`src/rtl/bupd_pkg.sv`:
```
package bupd_pkg;

  // register indexes on the config port
  localparam int REG_FRAME_WIDTH  = 0;
  localparam int REG_FRAME_HEIGHT = 1;

  localparam int FRAME_W_RESET = 640;
  localparam int FRAME_H_RESET = 480;
  localparam int FRAME_W_MIN   = 640;
  localparam int FRAME_H_MIN   = 480;

  typedef enum logic [1:0] {
    KIND_PIXEL = 2'd0,
    KIND_DONE  = 2'd1,
    KIND_TRUNC = 2'd2
  } kind_e;

  typedef struct packed {
    kind_e       kind;
    logic [12:0] pixel_x;
    logic [12:0] pixel_y;
    logic [7:0]  red;
    logic [7:0]  green;
    logic [7:0]  blue;
    logic        dirty_valid;
    logic [13:0] dirty_left;
    logic [13:0] dirty_top;
    logic [13:0] dirty_right;
    logic [13:0] dirty_bottom;
    logic        end_of_run;
  } res_t;

  // results caused by one byte: an optional pixel write, then an optional end report
  typedef struct packed {
    logic pix_vld;
    res_t pix;
    logic fin_vld;
    res_t fin;
  } res_pair_t;

  // floor(x * 255 / 31)
  localparam logic [7:0] SCALE5 [32] = '{
    8'd0,   8'd8,   8'd16,  8'd24,  8'd32,  8'd41,  8'd49,  8'd57,
    8'd65,  8'd74,  8'd82,  8'd90,  8'd98,  8'd106, 8'd115, 8'd123,
    8'd131, 8'd139, 8'd148, 8'd156, 8'd164, 8'd172, 8'd180, 8'd189,
    8'd197, 8'd205, 8'd213, 8'd222, 8'd230, 8'd238, 8'd246, 8'd255
  };

  function automatic logic [7:0] scale5(input logic [4:0] x);
    return SCALE5[x];
  endfunction

  // floor(x * 255 / 63) = 4x + floor(x / 21)
  function automatic logic [7:0] scale6(input logic [5:0] x);
    logic [1:0] inc;
    if (x == 6'd63)       inc = 2'd3;
    else if (x >= 6'd42)  inc = 2'd2;
    else if (x >= 6'd21)  inc = 2'd1;
    else                  inc = 2'd0;
    return {x, 2'b00} + 8'(inc);
  endfunction

endpackage

```
`src/rtl/bupd_parser.sv`:
```
module bupd_parser import bupd_pkg::*; #(
  parameter int MAX_FRAME_DIM = 8192,
  localparam int DimW = $clog2(MAX_FRAME_DIM + 1)
) (
  input  logic            clk_i,
  input  logic            rst_ni,
  input  logic            acc_i,
  input  logic [7:0]      data_byte_i,
  input  logic            final_byte_i,
  input  logic [DimW-1:0] frame_w_i,
  input  logic [DimW-1:0] frame_h_i,
  output res_pair_t       res_o
);

  typedef enum logic [1:0] {
    PH_COUNT,
    PH_HEADER,
    PH_BITMAP,
    PH_DONE
  } phase_e;

  localparam int NWords   = 9;
  localparam int HdrLast  = 2 * NWords - 1;
  localparam int WLeft    = 0;
  localparam int WTop     = 1;
  localparam int WWidth   = 4;
  localparam int WHeight  = 5;
  localparam int WBpp     = 6;
  localparam int WFlags   = 7;
  localparam int WLength  = 8;

  phase_e            phase_q, phase_d;
  logic [15:0]       rects_q, rects_d;
  logic [15:0]       hdr_q [NWords];
  logic [15:0]       hdr_d [NWords];
  logic [4:0]        hidx_q, hidx_d;
  logic [15:0]       left_q, left_d;
  logic [15:0]       col_q, col_d;
  logic [15:0]       row_q, row_d;
  logic [23:0]       asm_q, asm_d;
  logic [1:0]        pbc_q, pbc_d;
  logic [DimW-1:0]   bnd_q [4];
  logic [DimW-1:0]   bnd_d [4];
  logic              seen_q, seen_d;

  logic [2:0]        bpp_bytes;
  logic [16:0]       sum_x, sum_y;
  logic              rect_ok;
  logic [3:0]        wi;
  logic [15:0]       len_new;
  logic [23:0]       asm_new;
  logic              do_finish;
  logic [15:0]       rects_dec;
  logic [DimW-1:0]   rl, rt, rr, rb;
  logic [15:0]       pix_v;

  always_comb begin
    case (hdr_q[WBpp])
      16'd16:  bpp_bytes = 3'd2;
      16'd24:  bpp_bytes = 3'd3;
      16'd32:  bpp_bytes = 3'd4;
      default: bpp_bytes = 3'd0;
    endcase
  end

  assign sum_x   = {1'b0, hdr_q[WLeft]} + {1'b0, hdr_q[WWidth]};
  assign sum_y   = {1'b0, hdr_q[WTop]} + {1'b0, hdr_q[WHeight]};
  assign rect_ok = !hdr_q[WFlags][0] && (bpp_bytes != 3'd0) &&
                   (sum_x <= 17'(frame_w_i)) && (sum_y <= 17'(frame_h_i));

  // bounds of the current rectangle, narrow since an accepted one fits the frame
  assign rl = DimW'(hdr_q[WLeft]);
  assign rt = DimW'(hdr_q[WTop]);
  assign rr = DimW'(sum_x);
  assign rb = DimW'(sum_y);

  assign wi        = hidx_q[4:1];
  assign len_new   = {data_byte_i, hdr_q[WLength][7:0]};
  assign rects_dec = rects_q - 16'd1;
  assign asm_new   = (pbc_q == 2'd3) ? asm_q : (asm_q | (24'(data_byte_i) << {pbc_q, 3'b000}));
  assign pix_v     = asm_new[15:0];

  always_comb begin
    phase_d   = phase_q;
    rects_d   = rects_q;
    hdr_d     = hdr_q;
    hidx_d    = hidx_q;
    left_d    = left_q;
    col_d     = col_q;
    row_d     = row_q;
    asm_d     = asm_q;
    pbc_d     = pbc_q;
    bnd_d     = bnd_q;
    seen_d    = seen_q;
    do_finish = 1'b0;
    res_o     = '0;

    case (phase_q)
      PH_COUNT: begin
        if (!hidx_q[0]) begin
          rects_d = {8'h00, data_byte_i};
          hidx_d  = 5'd1;
        end else begin
          rects_d = {data_byte_i, rects_q[7:0]};
          hidx_d  = 5'd0;
          phase_d = (rects_d != 16'd0) ? PH_HEADER : PH_DONE;
        end
      end
      PH_HEADER: begin
        hdr_d[wi] = hidx_q[0] ? {data_byte_i, hdr_q[wi][7:0]} : {8'h00, data_byte_i};
        if (hidx_q == 5'(HdrLast)) begin
          hidx_d = 5'd0;
          left_d = len_new;
          col_d  = '0;
          row_d  = '0;
          asm_d  = '0;
          pbc_d  = '0;
          if (len_new == 16'd0) do_finish = 1'b1;
          else                  phase_d   = PH_BITMAP;
        end else begin
          hidx_d = hidx_q + 5'd1;
        end
      end
      PH_BITMAP: begin
        left_d = left_q - 16'd1;
        if (rect_ok) begin
          if ({1'b0, pbc_q} + 3'd1 >= bpp_bytes) begin
            if ((hdr_q[WWidth] != 16'd0) && (row_q < hdr_q[WHeight])) begin
              res_o.pix_vld     = 1'b1;
              res_o.pix.kind    = KIND_PIXEL;
              res_o.pix.pixel_x = hdr_q[WLeft][12:0] + col_q[12:0];
              res_o.pix.pixel_y = hdr_q[WTop][12:0] + hdr_q[WHeight][12:0] - 13'd1
                                  - row_q[12:0];
              if (bpp_bytes == 3'd2) begin
                res_o.pix.red   = scale5(pix_v[15:11]);
                res_o.pix.green = scale6(pix_v[10:5]);
                res_o.pix.blue  = scale5(pix_v[4:0]);
              end else begin
                res_o.pix.red   = asm_new[23:16];
                res_o.pix.green = asm_new[15:8];
                res_o.pix.blue  = asm_new[7:0];
              end
              if ({1'b0, col_q} + 17'd1 >= {1'b0, hdr_q[WWidth]}) begin
                col_d = '0;
                row_d = row_q + 16'd1;
              end else begin
                col_d = col_q + 16'd1;
              end
            end
            pbc_d = '0;
            asm_d = '0;
          end else begin
            pbc_d = pbc_q + 2'd1;
            asm_d = asm_new;
          end
        end
        if (left_d == 16'd0) do_finish = 1'b1;
      end
      PH_DONE: begin
        // trailing bytes are dropped
      end
      default: begin
        phase_d = PH_COUNT;
      end
    endcase

    if (do_finish) begin
      if (rect_ok && !(hdr_q[WWidth] == 16'd0 && hdr_q[WHeight] == 16'd0)) begin
        seen_d = 1'b1;
        if (!seen_q) begin
          bnd_d[0] = rl;
          bnd_d[1] = rt;
          bnd_d[2] = rr;
          bnd_d[3] = rb;
        end else begin
          if (rl < bnd_q[0]) bnd_d[0] = rl;
          if (rt < bnd_q[1]) bnd_d[1] = rt;
          if (rr > bnd_q[2]) bnd_d[2] = rr;
          if (rb > bnd_q[3]) bnd_d[3] = rb;
        end
      end
      rects_d = rects_dec;
      phase_d = (rects_dec != 16'd0) ? PH_HEADER : PH_DONE;
    end

    res_o.pix.end_of_run = !final_byte_i;

    if (final_byte_i) begin
      res_o.fin_vld        = 1'b1;
      res_o.fin.end_of_run = 1'b1;
      if (phase_d == PH_DONE) begin
        res_o.fin.kind = KIND_DONE;
        if (seen_d) begin
          res_o.fin.dirty_valid  = 1'b1;
          res_o.fin.dirty_left   = 14'(bnd_d[0]);
          res_o.fin.dirty_top    = 14'(bnd_d[1]);
          res_o.fin.dirty_right  = 14'(bnd_d[2]);
          res_o.fin.dirty_bottom = 14'(bnd_d[3]);
        end
      end else begin
        res_o.fin.kind = KIND_TRUNC;
      end
      // rearm for the next update
      phase_d = PH_COUNT;
      rects_d = '0;
      hidx_d  = '0;
      left_d  = '0;
      col_d   = '0;
      row_d   = '0;
      asm_d   = '0;
      pbc_d   = '0;
      bnd_d   = '{default: '0};
      seen_d  = 1'b0;
    end

    if (!acc_i) begin
      res_o.pix_vld = 1'b0;
      res_o.fin_vld = 1'b0;
    end
  end

  always_ff @(posedge clk_i or negedge rst_ni) begin
    if (!rst_ni) begin
      phase_q <= PH_COUNT;
      rects_q <= '0;
      hidx_q  <= '0;
      left_q  <= '0;
      col_q   <= '0;
      row_q   <= '0;
      asm_q   <= '0;
      pbc_q   <= '0;
      bnd_q   <= '{default: '0};
      seen_q  <= 1'b0;
    end else if (acc_i) begin
      phase_q <= phase_d;
      rects_q <= rects_d;
      hidx_q  <= hidx_d;
      left_q  <= left_d;
      col_q   <= col_d;
      row_q   <= row_d;
      asm_q   <= asm_d;
      pbc_q   <= pbc_d;
      bnd_q   <= bnd_d;
      seen_q  <= seen_d;
    end
  end

  // header words hold garbage until written
  always_ff @(posedge clk_i) begin
    if (acc_i) hdr_q <= hdr_d;
  end

  a_bitmap_has_bytes: assert property (@(posedge clk_i) disable iff (!rst_ni)
    (phase_q == PH_BITMAP) |-> (left_q != 16'd0))
    else $error("bitmap phase with no bytes left");

  a_hidx_range: assert property (@(posedge clk_i) disable iff (!rst_ni)
    ((phase_q == PH_COUNT) |-> (hidx_q < 5'd2)) and
    ((phase_q == PH_HEADER) |-> (hidx_q <= 5'(HdrLast))))
    else $error("header byte index out of range");

  a_done_no_rects: assert property (@(posedge clk_i) disable iff (!rst_ni)
    (phase_q == PH_DONE) |-> (rects_q == 16'd0))
    else $error("done with rectangles remaining");

endmodule

```
`src/rtl/bupd_result_queue.sv`:
```
module bupd_result_queue import bupd_pkg::*; (
  input  logic      clk_i,
  input  logic      rst_ni,
  input  res_pair_t push_i,
  output logic      full_o,
  output logic      out_valid_o,
  input  logic      out_stall_i,
  output res_t      head_o
);

  localparam int Depth = 4;
  localparam int PtrW  = $clog2(Depth);

  res_t            mem [Depth];
  logic [PtrW-1:0] wr_q, wr_d, rd_q, rd_d;
  logic [PtrW:0]   count_q, count_d;
  logic            pop;
  logic [PtrW:0]   n_push;
  logic [PtrW-1:0] fin_addr;

  assign n_push   = (PtrW + 1)'(push_i.pix_vld) + (PtrW + 1)'(push_i.fin_vld);
  assign pop      = out_valid_o && !out_stall_i;
  assign wr_d     = wr_q + PtrW'(n_push);
  assign rd_d     = rd_q + PtrW'(pop);
  assign count_d  = count_q + n_push - (PtrW + 1)'(pop);
  assign fin_addr = wr_q + PtrW'(push_i.pix_vld);

  // room for two results must be there before a byte is taken
  assign full_o      = count_q > (PtrW + 1)'(Depth - 2);
  assign out_valid_o = count_q != '0;
  assign head_o      = mem[rd_q];

  always_ff @(posedge clk_i or negedge rst_ni) begin
    if (!rst_ni) begin
      wr_q    <= '0;
      rd_q    <= '0;
      count_q <= '0;
    end else begin
      wr_q    <= wr_d;
      rd_q    <= rd_d;
      count_q <= count_d;
    end
  end

  always_ff @(posedge clk_i) begin
    if (push_i.pix_vld) mem[wr_q] <= push_i.pix;
    if (push_i.fin_vld) mem[fin_addr] <= push_i.fin;
  end

  a_count_bound: assert property (@(posedge clk_i) disable iff (!rst_ni)
    count_q <= (PtrW + 1)'(Depth))
    else $error("result queue overflow");

  a_push_room: assert property (@(posedge clk_i) disable iff (!rst_ni)
    (push_i.pix_vld || push_i.fin_vld) |-> !full_o)
    else $error("push into full result queue");

  a_eor_last: assert property (@(posedge clk_i) disable iff (!rst_ni)
    push_i.fin_vld |-> push_i.fin.end_of_run)
    else $error("end report without end_of_run");

endmodule

```
`src/rtl/bitmap_update_rect_decoder.sv`:
```
// Channel    | Direction | Handshake                | Payload
// -----------+-----------+--------------------------+--------------------------------------
// byte in    | input     | in_valid_i / in_stall_o  | data_byte_i, final_byte_i
// result out | output    | out_valid_o / out_stall_i| kind_o, pixel_x/y_o, red/green/blue_o,
//            |           |                          | dirty_*_o, end_of_run_o
// config     | APB       | psel/penable/pwrite      | paddr, pwdata, prdata
//
// One byte is taken per cycle unless in_stall_o is high; results are registered in a queue.
// A byte causes at most two items (a pixel write and an end report); a four-entry
// result queue absorbs them, and in_stall_o rises while it holds three or more.
// Reset (rst_ni low, async) sets frame size to 640x480 and the parser to waiting
// for the rectangle count; no clearing pass is needed.
// Output stalls back up into the queue and from there into the input stall.
module bitmap_update_rect_decoder import bupd_pkg::*; #(
  parameter int MAX_FRAME_DIM = 8192
) (
  input  logic        clk_i,
  input  logic        rst_ni,

  // config port
  input  logic        psel,
  input  logic        penable,
  input  logic        pwrite,
  input  logic [2:0]  paddr,
  input  logic [31:0] pwdata,
  output logic [31:0] prdata,
  output logic        pready,

  // byte input
  input  logic        in_valid_i,
  output logic        in_stall_o,
  input  logic [7:0]  data_byte_i,
  input  logic        final_byte_i,

  // result output
  output logic        out_valid_o,
  input  logic        out_stall_i,
  output logic [1:0]  kind_o,
  output logic [12:0] pixel_x_o,
  output logic [12:0] pixel_y_o,
  output logic [7:0]  red_o,
  output logic [7:0]  green_o,
  output logic [7:0]  blue_o,
  output logic        dirty_valid_o,
  output logic [13:0] dirty_left_o,
  output logic [13:0] dirty_top_o,
  output logic [13:0] dirty_right_o,
  output logic [13:0] dirty_bottom_o,
  output logic        end_of_run_o
);

  localparam int DimW = $clog2(MAX_FRAME_DIM + 1);
  localparam int CmpW = (DimW > 14) ? DimW : 14;

  logic [13:0]     frame_w_q, frame_h_q;
  logic            cfg_wr;
  logic            reg_sel;
  logic [DimW-1:0] fw_clamped, fh_clamped;
  logic            in_acc;
  res_pair_t       pair;
  res_t            head;
  logic            q_full;

  // config registers; index is the word address
  assign pready  = 1'b1;
  assign cfg_wr  = psel && penable && pwrite;
  assign reg_sel = paddr[2];

  always_ff @(posedge clk_i or negedge rst_ni) begin
    if (!rst_ni) begin
      frame_w_q <= 14'(FRAME_W_RESET);
      frame_h_q <= 14'(FRAME_H_RESET);
    end else if (cfg_wr) begin
      if (reg_sel == 1'(REG_FRAME_WIDTH)) frame_w_q <= pwdata[13:0];
      else                                frame_h_q <= pwdata[13:0];
    end
  end

  assign prdata = (reg_sel == 1'(REG_FRAME_HEIGHT)) ? 32'(frame_h_q) : 32'(frame_w_q);

  // frame size as used for rectangle fit: clamped to min..MAX_FRAME_DIM
  always_comb begin
    if (CmpW'(frame_w_q) < CmpW'(FRAME_W_MIN))        fw_clamped = DimW'(FRAME_W_MIN);
    else if (CmpW'(frame_w_q) > CmpW'(MAX_FRAME_DIM)) fw_clamped = DimW'(MAX_FRAME_DIM);
    else                                              fw_clamped = DimW'(frame_w_q);
    if (CmpW'(frame_h_q) < CmpW'(FRAME_H_MIN))        fh_clamped = DimW'(FRAME_H_MIN);
    else if (CmpW'(frame_h_q) > CmpW'(MAX_FRAME_DIM)) fh_clamped = DimW'(MAX_FRAME_DIM);
    else                                              fh_clamped = DimW'(frame_h_q);
  end

  assign in_stall_o = q_full;
  assign in_acc     = in_valid_i && !in_stall_o;

  bupd_parser #(
    .MAX_FRAME_DIM(MAX_FRAME_DIM)
  ) u_parser (
    .clk_i       (clk_i),
    .rst_ni      (rst_ni),
    .acc_i       (in_acc),
    .data_byte_i (data_byte_i),
    .final_byte_i(final_byte_i),
    .frame_w_i   (fw_clamped),
    .frame_h_i   (fh_clamped),
    .res_o       (pair)
  );

  bupd_result_queue u_queue (
    .clk_i      (clk_i),
    .rst_ni     (rst_ni),
    .push_i     (pair),
    .full_o     (q_full),
    .out_valid_o(out_valid_o),
    .out_stall_i(out_stall_i),
    .head_o     (head)
  );

  assign kind_o         = head.kind;
  assign pixel_x_o      = head.pixel_x;
  assign pixel_y_o      = head.pixel_y;
  assign red_o          = head.red;
  assign green_o        = head.green;
  assign blue_o         = head.blue;
  assign dirty_valid_o  = head.dirty_valid;
  assign dirty_left_o   = head.dirty_left;
  assign dirty_top_o    = head.dirty_top;
  assign dirty_right_o  = head.dirty_right;
  assign dirty_bottom_o = head.dirty_bottom;
  assign end_of_run_o   = head.end_of_run;

endmodule

```
`config.mk`:
```
export PLATFORM = sky130hd
export DESIGN_NAME = bitmap_update_rect_decoder
export DESIGN_NICKNAME = d
export VERILOG_FILES = /design/src/rtl/bupd_pkg.sv /design/src/rtl/bupd_parser.sv /design/src/rtl/bupd_result_queue.sv /design/src/rtl/bitmap_update_rect_decoder.sv
export SDC_FILE = /design/constraint.sdc
export NUM_CORES = 2
export LEC_CHECK = 0
export BUFFER_PORTS_ARGS = -buffer_cell sky130_fd_sc_hd__buf_2
export CORE_ASPECT_RATIO = 1.25
export CORE_MARGIN = 1.5
export CORE_UTILIZATION = 60
export DETAILED_ROUTE_END_ITERATION = 16
export PLACE_DENSITY = 0.88
export SKIP_CTS_REPAIR_TIMING = 1
export SYNTH_ARGS = -nofsm -noshare
export SYNTH_HDL_FRONTEND = slang
export SYNTH_SLANG_ARGS = --single-unit
```
`constraint.sdc`:
```
create_clock -name clk_i -period 8.1 [get_ports clk_i]
set_input_delay 0.405 -clock clk_i [delete_from_list [all_inputs] [get_ports clk_i]]
set_output_delay 0.405 -clock clk_i [all_outputs]
set_load 0.05 [all_outputs]
```
==> impl_metrics.json <==
{
  "status": "finished, final reports clean",
  "ys_seq_area_share_pct": 48.9,
  "overflow": 0,
  "crit_path_start_kind": "flop",
  "cts.htree.levels": 3,
  "grt_pass1_wl_microns": 176000,
  "synth_commonest_cells": "412 x nor2_1, 375 x nand2_1, 352 x edfxtp_1",
  "hold_violations": 0,
  "dpl.hpwl_microns": 74800,
  "yosysTopAreaCell": "edfxtp_1",
  "ys_types": 85,
  "cap_violations": 0,
  "place_congestion": 1.02,
  "sw_frac_of_total_pct": 38.2,
  "drt-total-wl_microns": 114000,
  "row_count": 104,
  "p_switching_uw": 4890,
  "clock_sinks": 741,
  "drt_iter0_drc": 3917,
  "min_period_over_period_pct": 92.9,
  "drv_slew": 0,
  "power.total_uw": 12800,
  "dr.pass1.iters": 6,
  "rsz0062_at_grt": "false",
  "portBuffers": 156,
  "die_h_microns": 290,
  "fin_crit_ns": 7.52,
  "grt_max_degree": 83,
  "synth-seq-cells": 741,
  "grt_pass1_vias": 31200,
  "die_w_microns": 232,
  "ys_top_cells_by_area": "edfxtp_1 27%, dfrtp_1 12%, dfxtp_1 10%",
  "fmax_ghz": 0.133,
  "crit_path_end_kind": "flop",
  "yosysMostFrequentCell": "nor2_1",
  "synth_edf_count": 352,
  "arrival_ns": 8.00,
  "io_pins": 196,
  "path_max_fanout": 57,
  "initial_core_util_pct": 61.0,
  "route.detailed.drc": 0,
  "p_comb_share_pct": 34.2,
  "ys.flop_type": "edfxtp_1",
  "postRouteAntennaNets": 0,
  "required_ns": 8.58,
  "async_flop_share_pct": 25.5,
  "postPlaceCellArea_sq_mm": 0.0412,
  "intPower_uw": 7910,
  "final_area_sq_mm": 0.0438,
  "maxSlewHeadroom_pct": 15.3,
  "via_per_inst": 6.74,
  "syn_inst": 3700,
  "area_growth_pct": 11.0,
  "clk_pin_slew_worst_paths_ns": 0.06,
  "numCtsBuffers": 74,
  "power.leakage_uw": 0.0176,
  "antenna_found_initial": 2,
  "clockRootBuffer": "clkbuf_16",
  "n_antenna_cell": 0,
  "fin_worst_skew_ns": 0.0410,
  "yosysWarnings": 0,
  "worstSetupPathType": "reg -> reg",
  "powerDensity_mw_per_mm2": 292,
  "ir_worst_vdd_v": 0.000431,
  "p_seq_share_pct": 37.2,
  "core-area_sq_mm": 0.0647,
  "syn_avg_cell_area_sq_um": 10.7,
  "hp-class": "in -> reg",
  "drive_gt1_share_pct": 15.4,
  "tightest_slew_ns": 1.26,
  "setup_viol": 0,
  "cts.path.max_buffers": 3,
  "grt_usage_pct": 33.8,
  "die_area_sq_mm": 0.0673,
  "cts_tree": "built",
  "routedWlPerCell_microns": 24.2,
  "finalSetupTns_ns": 0,
  "clock_latency_ns": 0.65,
  "synth.top_cell.area_share_pct": 26.8,
  "via_count": 31700,
  "p_clk_share_pct": 28.6,
  "nets": 4066,
  "synthesis.area_sq_mm": 0.0395
}
-- per-layer routing --
layer	share of wire, %	up-vias	GRT usage (%)
met5	0.0096	-	0
met4	7.1	2	22.8
met3	9.7	493	6.06
met2	48	2052	55.3
met1	36	15400	41.1
li1	-	13800	-
-- path summary, 6_finish.rpt --
kind	cells past startpoint	endpoint	from	slack, ns
worst min register to register	2	u_queue.mem[3][65]$_SDFFE_PN0P_	u_queue.mem[3][65]$_SDFFE_PN0P_	0.46
max in group asynchronous	3	frame_h_q[11]$_DFFE_PN0P_	rst_ni	6.46
min in group asynchronous	2	u_parser.rects_q[1]$_DFFE_PN0P_	rst_ni	0.31
worst max-delay path	23	u_queue.mem[2][21]$_DFFE_PP_	u_parser.hdr_q[129]$_DFFE_PP_	0.58
worst min-delay path	2	frame_h_q[10]$_DFFE_PN0P_	pwdata[10]	0.0005
worst max register to register	23	u_queue.mem[2][21]$_DFFE_PP_	u_parser.hdr_q[129]$_DFFE_PP_	0.58
-- registers in the layout, indices dropped and copies added, names as in the netlist, 3 cells and up --
| register | flops |
|---|---|
| frame_h_q | 14 |
| frame_w_q | 14 |
| u_parser.asm_q | 24 |
| u_parser.bnd_q | 56 |
| u_parser.col_q | 16 |
| u_parser.hdr_q | 112 |
| u_parser.hidx_q | 5 |
| u_parser.left_q | 16 |
| u_parser.rects_q | 16 |
| u_parser.row_q | 16 |
| u_queue.count_q | 3 |
| u_queue.mem | 440 |
-- worst max-delay path: stages, from the launching register on --
cell      delay, ns
edfxtp_1       0.79
inv_1          0.13
fa_1           0.43
nand2b_1       0.16
a21oi_1        0.27
a21oi_1        0.22
o21bai_1       0.17
a21oi_1        0.10
xnor2_1        0.47
ha_1           0.25
nand4_1        0.12
or2_2          0.33
o32a_1         0.35
o31ai_1        0.11
nand4_1        0.13
or4_1          0.70
nor3_1         0.37
ha_1           0.26
xor2_1         0.41
nand2_2        0.39
nor3_1         0.48
nand2_2        0.08
buf_4          0.32
nor2_1         0.22
-- placed cells by master, fill, tap and decap left out, drive strengths merged, types with 147 or more instances in the layout --
cell    instances
o21ai         156
nor2          412
edfxtp        352
buf           243
o22ai         184
a21oi         147
dfrtp         183
ha            202
dfxtp         200
nand2         375
inv           183
-- power by group through the flow --
stage | registers [uW] | logic [uW] | clock network, uW
after floorplan | 4580 | 3340 | 0
after global placement | 4790 | 4180 | 0
after detailed placement | 4810 | 4280 | 0
after CTS | 4740 | 4340 | 3660
after global routing | 4790 | 4680 | 3810
final | 4760 | 4370 | 3660
-- stage by stage --
step	utilization (%)	hold slack [ns]	worst slack, ns	cells
after detailed placement	63.7	0.417	0.880	4567
after global routing	67.7	0.00656	0.182	4706
after floorplan	-	0.109	1.52	3717
final	67.7	0.000511	0.575	4706
after CTS	67.7	-0.243	0.769	4705
after global placement	63.7	0.418	1.02	4567
-- cells by family after synthesis --
| family | Yosys count | share of synthesized area (%) |
|---|---|---|
| and+or+nand+nor | 1175 | 13.6 |
| buffers and inverters | 422 | 4.33 |
| AOI/OAI and AO/OA | 782 | 12.7 |
| muxes | 282 | 11.5 |
| xor gates and xnor gates | 76 | 1.69 |
| adders and majority gates | 220 | 7.29 |
| DFF | 741 | 48.9 |
| other | 2 | 0.0190 |
-- cell type report --
cell class | count | area (sq um)
Fill cell | 4433 | 20900
Sequential cell | 741 | 19300
Multi-Input combinational cell | 2554 | 18600
Clock buffer | 105 | 2080
Timing Repair Buffer | 245 | 1550
Tap cell | 848 | 1060
Inverter | 180 | 676
Clock inverter | 33 | 512
Note: power is estimated with default switching activity, not from simulation.
